[src/rtl/ctc_pkg.sv]
`default_nettype none
package ctc_pkg;

  localparam int unsigned MsPerSecondReset     = 1000;
  localparam int unsigned BlinkHalfPeriodReset = 500;

  localparam logic [1:0] MODE_EDIT    = 2'd0;
  localparam logic [1:0] MODE_RUNNING = 2'd1;
  localparam logic [1:0] MODE_PAUSED  = 2'd2;
  localparam logic [1:0] MODE_DONE    = 2'd3;

  localparam logic [1:0] KIND_TICK    = 2'd0;
  localparam logic [1:0] KIND_ENCODER = 2'd1;
  localparam logic [1:0] KIND_TAP     = 2'd2;

  localparam logic [1:0] HL_MINUTES   = 2'd0;
  localparam logic [1:0] HL_SECONDS   = 2'd1;
  localparam logic [1:0] HL_NONE      = 2'd2;

  localparam logic CFG_MS_PER_SECOND     = 1'b0;
  localparam logic CFG_BLINK_HALF_PERIOD = 1'b1;

  localparam logic [6:0] MAX_MIN = 7'd99;
  localparam logic [5:0] MAX_SEC = 6'd59;

  localparam logic [7:0] DIGIT_Y_LO  = 8'd75;
  localparam logic [7:0] DIGIT_Y_HI  = 8'd115;
  localparam logic [7:0] DIGIT_X_MID = 8'd120;
  localparam logic [7:0] BTN_X_LO    = 8'd70;
  localparam logic [7:0] BTN_X_HI    = 8'd170;
  localparam logic [7:0] BTN_Y_LO    = 8'd175;
  localparam logic [7:0] BTN_Y_HI    = 8'd205;

  typedef struct packed {
    logic [1:0] kind;
    logic       step_up;
    logic [7:0] touch_x;
    logic [7:0] touch_y;
  } ctc_in_t;

  typedef struct packed {
    logic [1:0] mode;
    logic [6:0] minutes_shown;
    logic [5:0] seconds_shown;
    logic [1:0] highlight;
    logic [1:0] button_label;
    logic       digits_on;
    logic       buzzer_trigger;
  } ctc_out_t;

endpackage
`default_nettype wire

[src/rtl/ctc_core.sv]
`default_nettype none
module ctc_core
  import ctc_pkg::*;
#(
  parameter int unsigned MS_PER_SECOND_RST     = MsPerSecondReset,
  parameter int unsigned BLINK_HALF_PERIOD_RST = BlinkHalfPeriodReset
) (
  input  wire logic        clk,
  input  wire logic        rst_n,
  input  wire logic        cfg_we,
  input  wire logic        cfg_index,
  input  wire logic [15:0] cfg_wdata,
  input  wire logic        fire,
  input  wire ctc_in_t     item,
  output ctc_out_t         result
);

  // remaining time is kept as minutes and seconds; it is always loaded from
  // in-range set values, so this matches a plain seconds count
  logic [15:0] ms_per_sec_r, blink_half_r;
  logic [1:0]  mode_r, mode_nxt;
  logic [6:0]  set_min_r, set_min_nxt;
  logic [5:0]  set_sec_r, set_sec_nxt;
  logic [6:0]  rem_min_r, rem_min_nxt;
  logic [5:0]  rem_sec_r, rem_sec_nxt;
  logic        sec_sel_r, sec_sel_nxt;
  logic [15:0] ms_cnt_r, ms_cnt_nxt;
  logic [15:0] blink_cnt_r, blink_cnt_nxt;
  logic        phase_r, phase_nxt;
  logic        buzz;
  logic        editable;
  logic        on_button;
  logic        live_nxt;

  assign editable  = (mode_r == MODE_EDIT) || (mode_r == MODE_PAUSED);
  assign on_button = (item.touch_x >= BTN_X_LO) && (item.touch_x <= BTN_X_HI) &&
                     (item.touch_y >= BTN_Y_LO) && (item.touch_y <= BTN_Y_HI);

  always_comb begin
    mode_nxt      = mode_r;
    set_min_nxt   = set_min_r;
    set_sec_nxt   = set_sec_r;
    rem_min_nxt   = rem_min_r;
    rem_sec_nxt   = rem_sec_r;
    sec_sel_nxt   = sec_sel_r;
    ms_cnt_nxt    = ms_cnt_r;
    blink_cnt_nxt = blink_cnt_r;
    phase_nxt     = phase_r;
    buzz          = 1'b0;
    case (item.kind)
      KIND_TICK: begin
        if (mode_r == MODE_RUNNING) begin
          if (({1'b0, ms_cnt_r} + 17'd1) >= {1'b0, ms_per_sec_r}) begin
            ms_cnt_nxt = '0;
            if ((rem_min_r == '0) && (rem_sec_r <= 6'd1)) begin
              rem_sec_nxt   = '0;
              mode_nxt      = MODE_DONE;
              phase_nxt     = 1'b1;
              blink_cnt_nxt = '0;
              buzz          = 1'b1;
            end else if (rem_sec_r == '0) begin
              rem_min_nxt = rem_min_r - 7'd1;
              rem_sec_nxt = MAX_SEC;
            end else begin
              rem_sec_nxt = rem_sec_r - 6'd1;
            end
          end else begin
            ms_cnt_nxt = ms_cnt_r + 16'd1;
          end
        end else if (mode_r == MODE_DONE) begin
          if (({1'b0, blink_cnt_r} + 17'd1) >= {1'b0, blink_half_r}) begin
            blink_cnt_nxt = '0;
            phase_nxt     = ~phase_r;
          end else begin
            blink_cnt_nxt = blink_cnt_r + 16'd1;
          end
        end
      end
      KIND_ENCODER: begin
        if (editable) begin
          if (!sec_sel_r) begin
            if (item.step_up) begin
              set_min_nxt = (set_min_r >= MAX_MIN) ? '0 : set_min_r + 7'd1;
            end else begin
              set_min_nxt = (set_min_r == '0 || set_min_r > MAX_MIN) ?
                            MAX_MIN : set_min_r - 7'd1;
            end
          end else begin
            if (item.step_up) begin
              set_sec_nxt = (set_sec_r >= MAX_SEC) ? '0 : set_sec_r + 6'd1;
            end else begin
              set_sec_nxt = (set_sec_r == '0 || set_sec_r > MAX_SEC) ?
                            MAX_SEC : set_sec_r - 6'd1;
            end
          end
        end
      end
      KIND_TAP: begin
        if (editable && item.touch_y >= DIGIT_Y_LO && item.touch_y <= DIGIT_Y_HI) begin
          sec_sel_nxt = (item.touch_x >= DIGIT_X_MID);
        end
        if (on_button) begin
          case (mode_r)
            MODE_EDIT: begin
              rem_min_nxt = set_min_r;
              rem_sec_nxt = set_sec_r;
              if ((set_min_r != '0) || (set_sec_r != '0)) begin
                mode_nxt   = MODE_RUNNING;
                ms_cnt_nxt = '0;
              end
            end
            MODE_RUNNING: begin
              mode_nxt    = MODE_PAUSED;
              set_min_nxt = rem_min_r;
              set_sec_nxt = rem_sec_r;
            end
            MODE_PAUSED: begin
              rem_min_nxt = set_min_r;
              rem_sec_nxt = set_sec_r;
              mode_nxt    = MODE_RUNNING;
              ms_cnt_nxt  = '0;
            end
            default: begin
              mode_nxt  = MODE_EDIT;
              phase_nxt = 1'b1;
            end
          endcase
        end
      end
      default: ;
    endcase
  end

  assign live_nxt = (mode_nxt == MODE_RUNNING) || (mode_nxt == MODE_DONE);

  always_comb begin
    result.mode           = mode_nxt;
    result.minutes_shown  = live_nxt ? rem_min_nxt : set_min_nxt;
    result.seconds_shown  = live_nxt ? rem_sec_nxt : set_sec_nxt;
    result.highlight      = ((mode_nxt == MODE_EDIT) || (mode_nxt == MODE_PAUSED)) ?
                            (sec_sel_nxt ? HL_SECONDS : HL_MINUTES) : HL_NONE;
    result.button_label   = mode_nxt;
    result.digits_on      = (mode_nxt != MODE_DONE) || phase_nxt;
    result.buzzer_trigger = buzz;
  end

  always_ff @(posedge clk) begin
    if (!rst_n) begin
      ms_per_sec_r <= 16'(MS_PER_SECOND_RST);
      blink_half_r <= 16'(BLINK_HALF_PERIOD_RST);
    end else if (cfg_we) begin
      unique case (cfg_index)
        CFG_MS_PER_SECOND:     ms_per_sec_r <= cfg_wdata;
        CFG_BLINK_HALF_PERIOD: blink_half_r <= cfg_wdata;
        default: ;
      endcase
    end
  end

  always_ff @(posedge clk) begin
    if (!rst_n) begin
      mode_r      <= MODE_EDIT;
      set_min_r   <= '0;
      set_sec_r   <= '0;
      rem_min_r   <= '0;
      rem_sec_r   <= '0;
      sec_sel_r   <= 1'b0;
      ms_cnt_r    <= '0;
      blink_cnt_r <= '0;
      phase_r     <= 1'b1;
    end else if (fire) begin
      mode_r      <= mode_nxt;
      set_min_r   <= set_min_nxt;
      set_sec_r   <= set_sec_nxt;
      rem_min_r   <= rem_min_nxt;
      rem_sec_r   <= rem_sec_nxt;
      sec_sel_r   <= sec_sel_nxt;
      ms_cnt_r    <= ms_cnt_nxt;
      blink_cnt_r <= blink_cnt_nxt;
      phase_r     <= phase_nxt;
    end
  end

endmodule
`default_nettype wire

[src/rtl/countdown_timer_controller_top.sv]
// Channel  Direction  Ports
// in       request    in_valid, in_stall, in_item  (one tick, encoder step or tap)
// out      request    out_valid, out_stall, out_item (status after that request)
// cfg      write      cfg_we, cfg_index, cfg_wdata
//
// One request per cycle sustained while out_stall is low; input register, then
// state update and result register in the same edge.
// rst_n is synchronous; it restores edit mode and the register defaults.
// out_stall holds the result register; the input register then fills and
// in_stall rises.
`default_nettype none
module countdown_timer_controller_top
  import ctc_pkg::*;
#(
  parameter int unsigned MS_PER_SECOND_RST     = MsPerSecondReset,
  parameter int unsigned BLINK_HALF_PERIOD_RST = BlinkHalfPeriodReset
) (
  input  wire logic        clk,
  input  wire logic        rst_n,
  input  wire logic        in_valid,
  output logic             in_stall,
  input  wire ctc_in_t     in_item,
  output logic             out_valid,
  input  wire logic        out_stall,
  output ctc_out_t         out_item,
  input  wire logic        cfg_we,
  input  wire logic        cfg_index,
  input  wire logic [15:0] cfg_wdata
);

  logic     s1_valid_r;
  ctc_in_t  s1_item_r;
  logic     out_valid_r;
  ctc_out_t out_item_r;
  ctc_out_t result;
  logic     advance;
  logic     accept;

  assign advance   = s1_valid_r && (!out_valid_r || !out_stall);
  assign in_stall  = s1_valid_r && !advance;
  assign accept    = in_valid && !in_stall;
  assign out_valid = out_valid_r;
  assign out_item  = out_item_r;

  ctc_core #(
    .MS_PER_SECOND_RST    (MS_PER_SECOND_RST),
    .BLINK_HALF_PERIOD_RST(BLINK_HALF_PERIOD_RST)
  ) u_core (
    .clk      (clk),
    .rst_n    (rst_n),
    .cfg_we   (cfg_we),
    .cfg_index(cfg_index),
    .cfg_wdata(cfg_wdata),
    .fire     (advance),
    .item     (s1_item_r),
    .result   (result)
  );

  always_ff @(posedge clk) begin
    if (!rst_n) begin
      s1_valid_r  <= 1'b0;
      out_valid_r <= 1'b0;
    end else begin
      s1_valid_r  <= accept || (s1_valid_r && !advance);
      out_valid_r <= advance || (out_valid_r && out_stall);
    end
  end

  always_ff @(posedge clk) begin
    if (accept) begin
      s1_item_r <= in_item;
    end
    if (advance) begin
      out_item_r <= result;
    end
  end

endmodule
`default_nettype wire

[config.mk]
export PLATFORM = sky130hd
export DESIGN_NAME = countdown_timer_controller_top
export DESIGN_NICKNAME = d
export VERILOG_FILES = /design/src/rtl/ctc_pkg.sv /design/src/rtl/ctc_core.sv /design/src/rtl/countdown_timer_controller_top.sv
export SDC_FILE = /design/constraint.sdc
export NUM_CORES = 1
export LEC_CHECK = 0
export BUFFER_PORTS_ARGS = -buffer_cell sky130_fd_sc_hd__buf_2
export CORE_AREA = 2 2 190 192
export DETAILED_ROUTE_END_ITERATION = 12
export DIE_AREA = 0 0 192 194
export GPL_ROUTABILITY_DRIVEN = 0
export SYNTH_ARGS = -nofsm -noshare
export SYNTH_HDL_FRONTEND = slang
export SYNTH_HIERARCHICAL = 1
export SYNTH_SLANG_ARGS = --single-unit
[constraint.sdc]
create_clock -name clk -period 10.9 [get_ports clk]
set_input_delay 2.18 -clock clk [delete_from_list [all_inputs] [get_ports clk]]
set_output_delay 2.18 -clock clk [all_outputs]
set_load 0.005 [all_outputs]
; ---- Word-level counts from Yosys, hierarchy flattened
; Cells that the tools add are included.
[totals]
regBits = 134
in_bits = 41
output_inout_bits = 23
word_cells = 168
[op_classes]
add_sub_neg = 10
magnitude_cmp = 14
n_eq_ne = 15
muxes = 62
n_bitwise = 2
reduce_logical = 42
[op_table]
columns = cell, count
row1 = two-way mux 16 bit, 9
row2 = two-way mux 7 bit, 14
row3 = two-way mux 6 bit, 14
row4 = one-hot mux 16 bit (2 select lines), 2
row5 = adder 16 x 1 -> 17 bit (second input constant), 2
row6 = greater-or-equal comparator 17 x 16 -> 1 bit, 2
row7 = adder 16 x 1 -> 16 bit (second input constant), 2
row8 = one-hot mux 7 bit (2 select lines), 2
row9 = greater-or-equal comparator 8 x 7 -> 1 bit (second input constant), 3
row10 = one-hot mux 6 bit (2 select lines), 2
row11 = less-or-equal comparator 8 bit (second input constant), 2
row12 = zero test 7 bit, 2
row13 = subtractor 7 x 1 -> 7 bit (second input constant), 2
row14 = zero test 6 bit, 2
row15 = subtractor 6 x 1 -> 6 bit (second input constant), 2
row16 = two-way mux 1 bit, 11
row17 = equality test 2 bit (second input constant), 5
row18 = logical AND 1 bit, 10
row19 = logical OR 1 bit, 10
row20 = two-way mux 2 bit, 5
row21 = greater-or-equal comparator 8 bit (second input constant), 1
row22 = less-or-equal comparator 8 x 7 -> 1 bit (second input constant), 1
row23 = adder 7 x 1 -> 7 bit (second input constant), 1
row24 = greater-or-equal comparator 7 bit (second input constant), 1
row25 = 25 further kinds, 38

; ---- Logic depth before layout (Yosys ltp)
[logic_depth]
word_depth = 9
mapped_depth = 16
mapped_depth_nobuf = 14

; ---- Hierarchy
; Netlist, hierarchy kept.
[by_module_without_submodules]
columns = mod, n_inst, cells_per_inst, area_each_um2, seq_area_each_um2
row1 = ctc_core, 1, 974, 7385.8, 1881.8
row2 = countdown_timer_controller_top, 1, 48, 1285.0, 1241.2

; ---- Least setup slack after synthesis
; Ideal clock, no wire load.
[synth_timing]
kind = in2reg
start = input out_stall
end = register u_core.ms_cnt_r[11]
setup_time_ns = 0.080
arrival_time_ns = 5.401
required_ns = 10.820
path_slack_ns = 5.419
stages = 8
path_buffers = 2
cell_sequence = a21boi_0 > clkbuf_1 > clkinv_1 > nor3_1 > a21boi_2 > buf_2 > a21oi_1 > nor3b_1
[synth_via]
elab_chain_cells = 4
[synth_rtl]
columns = element, line
row1 = from (decl), countdown_timer_controller_top.sv:24  ; input wire logic out_stall,
row2 = zero test 1 bit, countdown_timer_controller_top.sv:39  ; assign advance = s1_valid_r && (!out_valid_r || !out_stall);
row3 = logical OR 1 bit, countdown_timer_controller_top.sv:39
row4 = logical AND 1 bit, countdown_timer_controller_top.sv:39
row5 = AND reduction 6 bit (no line), -
row6 = to (signal assigned), ctc_core.sv:178  ; ms_cnt_r <= ms_cnt_nxt;
row7 = to (decl), ctc_core.sv:27  ; logic [15:0] ms_cnt_r, ms_cnt_nxt;
; No other way between the ends.
; A chain may end at the register's enable or synchronous reset.

; ---- Worst setup path after layout
[layout_timing]
start = input out_stall
end = register u_core.ms_cnt_r[7]
[layout_via]
elab_chain_cells = 4
[layout_rtl]
columns = element, line
row1 = zero test 1 bit, countdown_timer_controller_top.sv:39
row2 = logical OR 1 bit, countdown_timer_controller_top.sv:39
row3 = logical AND 1 bit, countdown_timer_controller_top.sv:39
row4 = via advance, countdown_timer_controller_top.sv:36  ; logic advance;
row5 = AND reduction 6 bit (no line), -
; The timed path passes the listed nets, and every way through them passes these cells.

==> run_results.csv <==
group,metric,value,unit
logic_synthesis,yosys_most_used_dff,"dfxtp_1",
place,port_buffers,63,
critical_path,critPathKind,"primary input to flop",
clock_network,cts_buffers,17,
global_routing,grt_pass1_wl,39500,um
clock_network,post_cts_resized,0,
timing,fmax,195,MHz
die,dieArea,37200,um^2
logic_synthesis,syn-instance-count,1022,
detailed_routing,drt_iter0_drc,700,
detailed_routing,wl,24500,um
clock_network,cts_setup_buffers,0,
place,pre_cts_slack,5.36,ns
timing,setup_viol,0,
critical_path,critPathCaptureType,"flop",
clock_network,clkTransAtPathRegs,0.07,ns
logic_synthesis,synth_cell_type_count,93,
logic_synthesis,synth-edff-count,40,
pwr,ir_drop,0.0636,mV
critical_path,start_kind,"primary input",
job,maxCapViolations,0,
global_routing,grt_max_degree,67,
detailed_routing,vias,7800,
logic_synthesis,ys_warn_count,6,
timing,whs,0.458,ns
logic_synthesis,ys_seq_area_frac,0.360,
logic_synthesis,avgSynthCellArea,8.48,um^2
pwr,p_int,937,uW
clock_network,clk_latency,0.44,ns
timing,hold_viol_final,0,
pwr,power_frac_clock,0.454,
pwr,p_seq_frac,0.435,
final_layout,stdcell_count,1511,
critical_path,crit_arrival,5.47,ns
global_routing,grt_usage,0.133,
timing,post-route-period-util,0.470,
detailed_routing,antenna_left,0,
final_layout,drive_above_1_share,0.130,
timing,fin_setup_tns,0,ns
detailed_routing,firstDrtPassIters,5,
global_routing,antenna_found_initial,0,
clock_network,cts_tree,"done",
logic_synthesis,yosysTopAreaCellShare,0.222,
die,start_util,0.246,
place,hpwlAfterDp,17200,um
final_layout,nets,1123,
pwr,leakage,3.62,nW
final_layout,n_antenna_cell,0,
die,die_y,194,um
clock_network,cts_sinks,136,
place,post-place-cells,1480,
die,top_level_ports,64,
die,core,35200,um^2
global_routing,gr-total-overflow,0,
logic_synthesis,synthesis.nets,1107,
timing,worst_slack,5.78,ns
die,fp.dieW,192,um
pwr,power_frac_comb,0.111,
timing,skew,0.0151,ns
logic_synthesis,ys_ff_latch,136,
worst_hold_path,hold_class,"flop to flop",
pwr,powerDensity,131,nW/um^2
logic_synthesis,ys_top_cells_by_area,"dfxtp_1 (22%), edfxtp_1 (14%), ha_1 (6.3%)",
clock_network,root_buffer,"clkbuf_16",
global_routing,grt_pass1_vias,7354,
run_status,status,"finished, final reports clean",
detailed_routing,vias_per_cell,5.16,
timing,min_period,5.12,ns
final_layout,seq_area,3120,um^2
logic_synthesis,synthArstFlopShare,0,
critical_path,crit_fanout,66,
pwr,sw_frac_of_total,0.282,
detailed_routing,wl_per_cell,16.2,um
clock_network,hold_buffers,0,
critical_path,critPathRequiredTime,11.24,ns
logic_synthesis,synth_area,8670,um^2
timing,max_slew_margin,0.315,
final_layout,fillers,3761,
critical_path,reg2reg_slack,6.06,ns
detailed_routing,drc,0,
final_layout,area_delta_synth_final,14.4,%
clock_network,clk_path_buf_depth,2,
timing,rsz0062_at_grt,"false",
pwr,switchingPower,367,uW
clock_network,htreeDepth,4,
final_layout,multi_input_area,5010,um^2
die,rows,69,
timing,drv_slew,0,
logic_synthesis,yosysTopAreaCell,"dfxtp_1",
timing,worstMarginPinSlew,1.03,ns
==> cell usage after synthesis, drive strengths merged (12+ instances only) <==
cell	number
mux2i	12
buf	23
a21oi	72
inv	59
o211ai	22
nor3	33
nand3	43
a211oi	13
dfxtp	96
nand2	123
nor2	69
clkbuf	53
nand4	16
a311oi	12
and3	15
a31oi	28
xnor2	22
edfxtp	40
o21ai	44
ha	44
==> cells in the final DEF, fill, tap and decap left out, types with 5 or more instances in the layout <==
master,count
nand2_1,123
inv_6,6
clkbuf_16,18
ha_1,44
nand3_1,41
nand4_1,15
or3_1,7
nor2b_1,6
mux2i_1,12
edfxtp_1,40
dfxtp_1,96
and3_1,14
nor2_1,68
a311oi_1,11
a211oi_1,13
xor2_1,11
or4_1,5
a221oi_1,10
o211a_1,5
a21oi_1,72
and4_1,6
nor4_1,5
a41oi_1,5
nor3b_1,5
a31oi_1,28
nand2b_1,10
xnor2_1,22
o21ai_0,39
o31ai_1,7
o211ai_1,21
nor3_1,32
buf_4,10
buf_2,63
inv_1,56
and2_1,9
==> layout make-up <==
type	instances	area share
flip-flops and latches	136	0.315
well taps	461	0.0581
clock buffers	19	0.0468
repair buffers	73	0.0393
inverters	60	0.0227
multi-input cells	750	0.505
clock inverters	12	0.0130
==> layer usage <==
| metal | GRT usage | wire length (um) | part of all wire | up-vias |
|---|---|---|---|---|
| li1 | - | - | - | 3820 |
| met1 | 0.180 | 11500 | 0.47 | 3686 |
| met2 | 0.203 | 11000 | 0.45 | 253 |
| met3 | 0.0282 | 1310 | 0.054 | 41 |
| met4 | 0.0622 | 674 | 0.027 | 0 |
| met5 | 0 | 0 | 0 | - |
==> per-stage QoR <==
| stage | cell area, um^2 | total power [mW] | util |
|---|---|---|---|
| after CTS | 9920 | 1.32 | 0.282 |
| final | 9920 | 1.30 | 0.282 |
| after floorplan | 8670 | 0.673 | - |
| after global placement | 9330 | 0.719 | 0.265 |
| after detailed placement | 9330 | 0.721 | 0.265 |
| after global routing | 9920 | 1.36 | 0.282 |
==> power by group through the flow <==
stage / sequential [mW] / combinational [mW] / clock [mW]
floorplan: 0.563 / 0.110 / 0
global placement: 0.577 / 0.142 / 0
detailed placement: 0.577 / 0.144 / 0
CTS: 0.566 / 0.145 / 0.605
global route: 0.570 / 0.161 / 0.627
finish: 0.567 / 0.145 / 0.591
==> final timing paths <==
| check | start | endpoint | depth (start not counted) |
|---|---|---|---|
| max | out_stall | u_core/ms_cnt_r[7] | 8 |
| min | u_core/ms_per_sec_r[11] | u_core/ms_per_sec_r[11] | 2 |
| max reg2reg | u_core/ms_cnt_r[7] | u_core/ms_cnt_r[7] | 13 |
| min reg2reg | u_core/ms_per_sec_r[11] | u_core/ms_per_sec_r[11] | 2 |
==> worst max-delay path, stage by stage <==
cell      delay [ns]
buf_2           0.13
a21boi_4        0.11
buf_4           0.59
clkinv_1        0.73
nor3_1          0.49
a21boi_2        0.70
a41oi_1         0.19
a311oi_1        0.29
==> registers in the layout, indices dropped and copies added (netlist names) <==
name and flops:
u_core/rem_min_r 7, u_core/phase_r 1, u_core/blink_half_r 16, u_core/set_sec_r 6, u_core/set_min_r 7, u_core/ms_cnt_r 16
s1_valid_r 1, s1_item_r 19, u_core/rem_sec_r 6, u_core/ms_per_sec_r 16, u_core/sec_sel_r 1, out_item 21
u_core/blink_cnt_r 16, out_valid 1, u_core/mode_r 2
==> logic make-up (layout without fill, tap and decap cells) <==
kind of cell | after synthesis | count (layout) | share of synthesized area
xor+xnor | 33 | 33 | 0.0333
fa+ha+maj | 44 | 44 | 0.0635
flops | 136 | 136 | 0.360
buf+inv | 136 | 164 | 0.0649
mux | 16 | 16 | 0.0190
simple gates | 370 | 370 | 0.215
compound gates | 287 | 287 | 0.244
No activity file was read; power rests on OpenSTA's default activity.
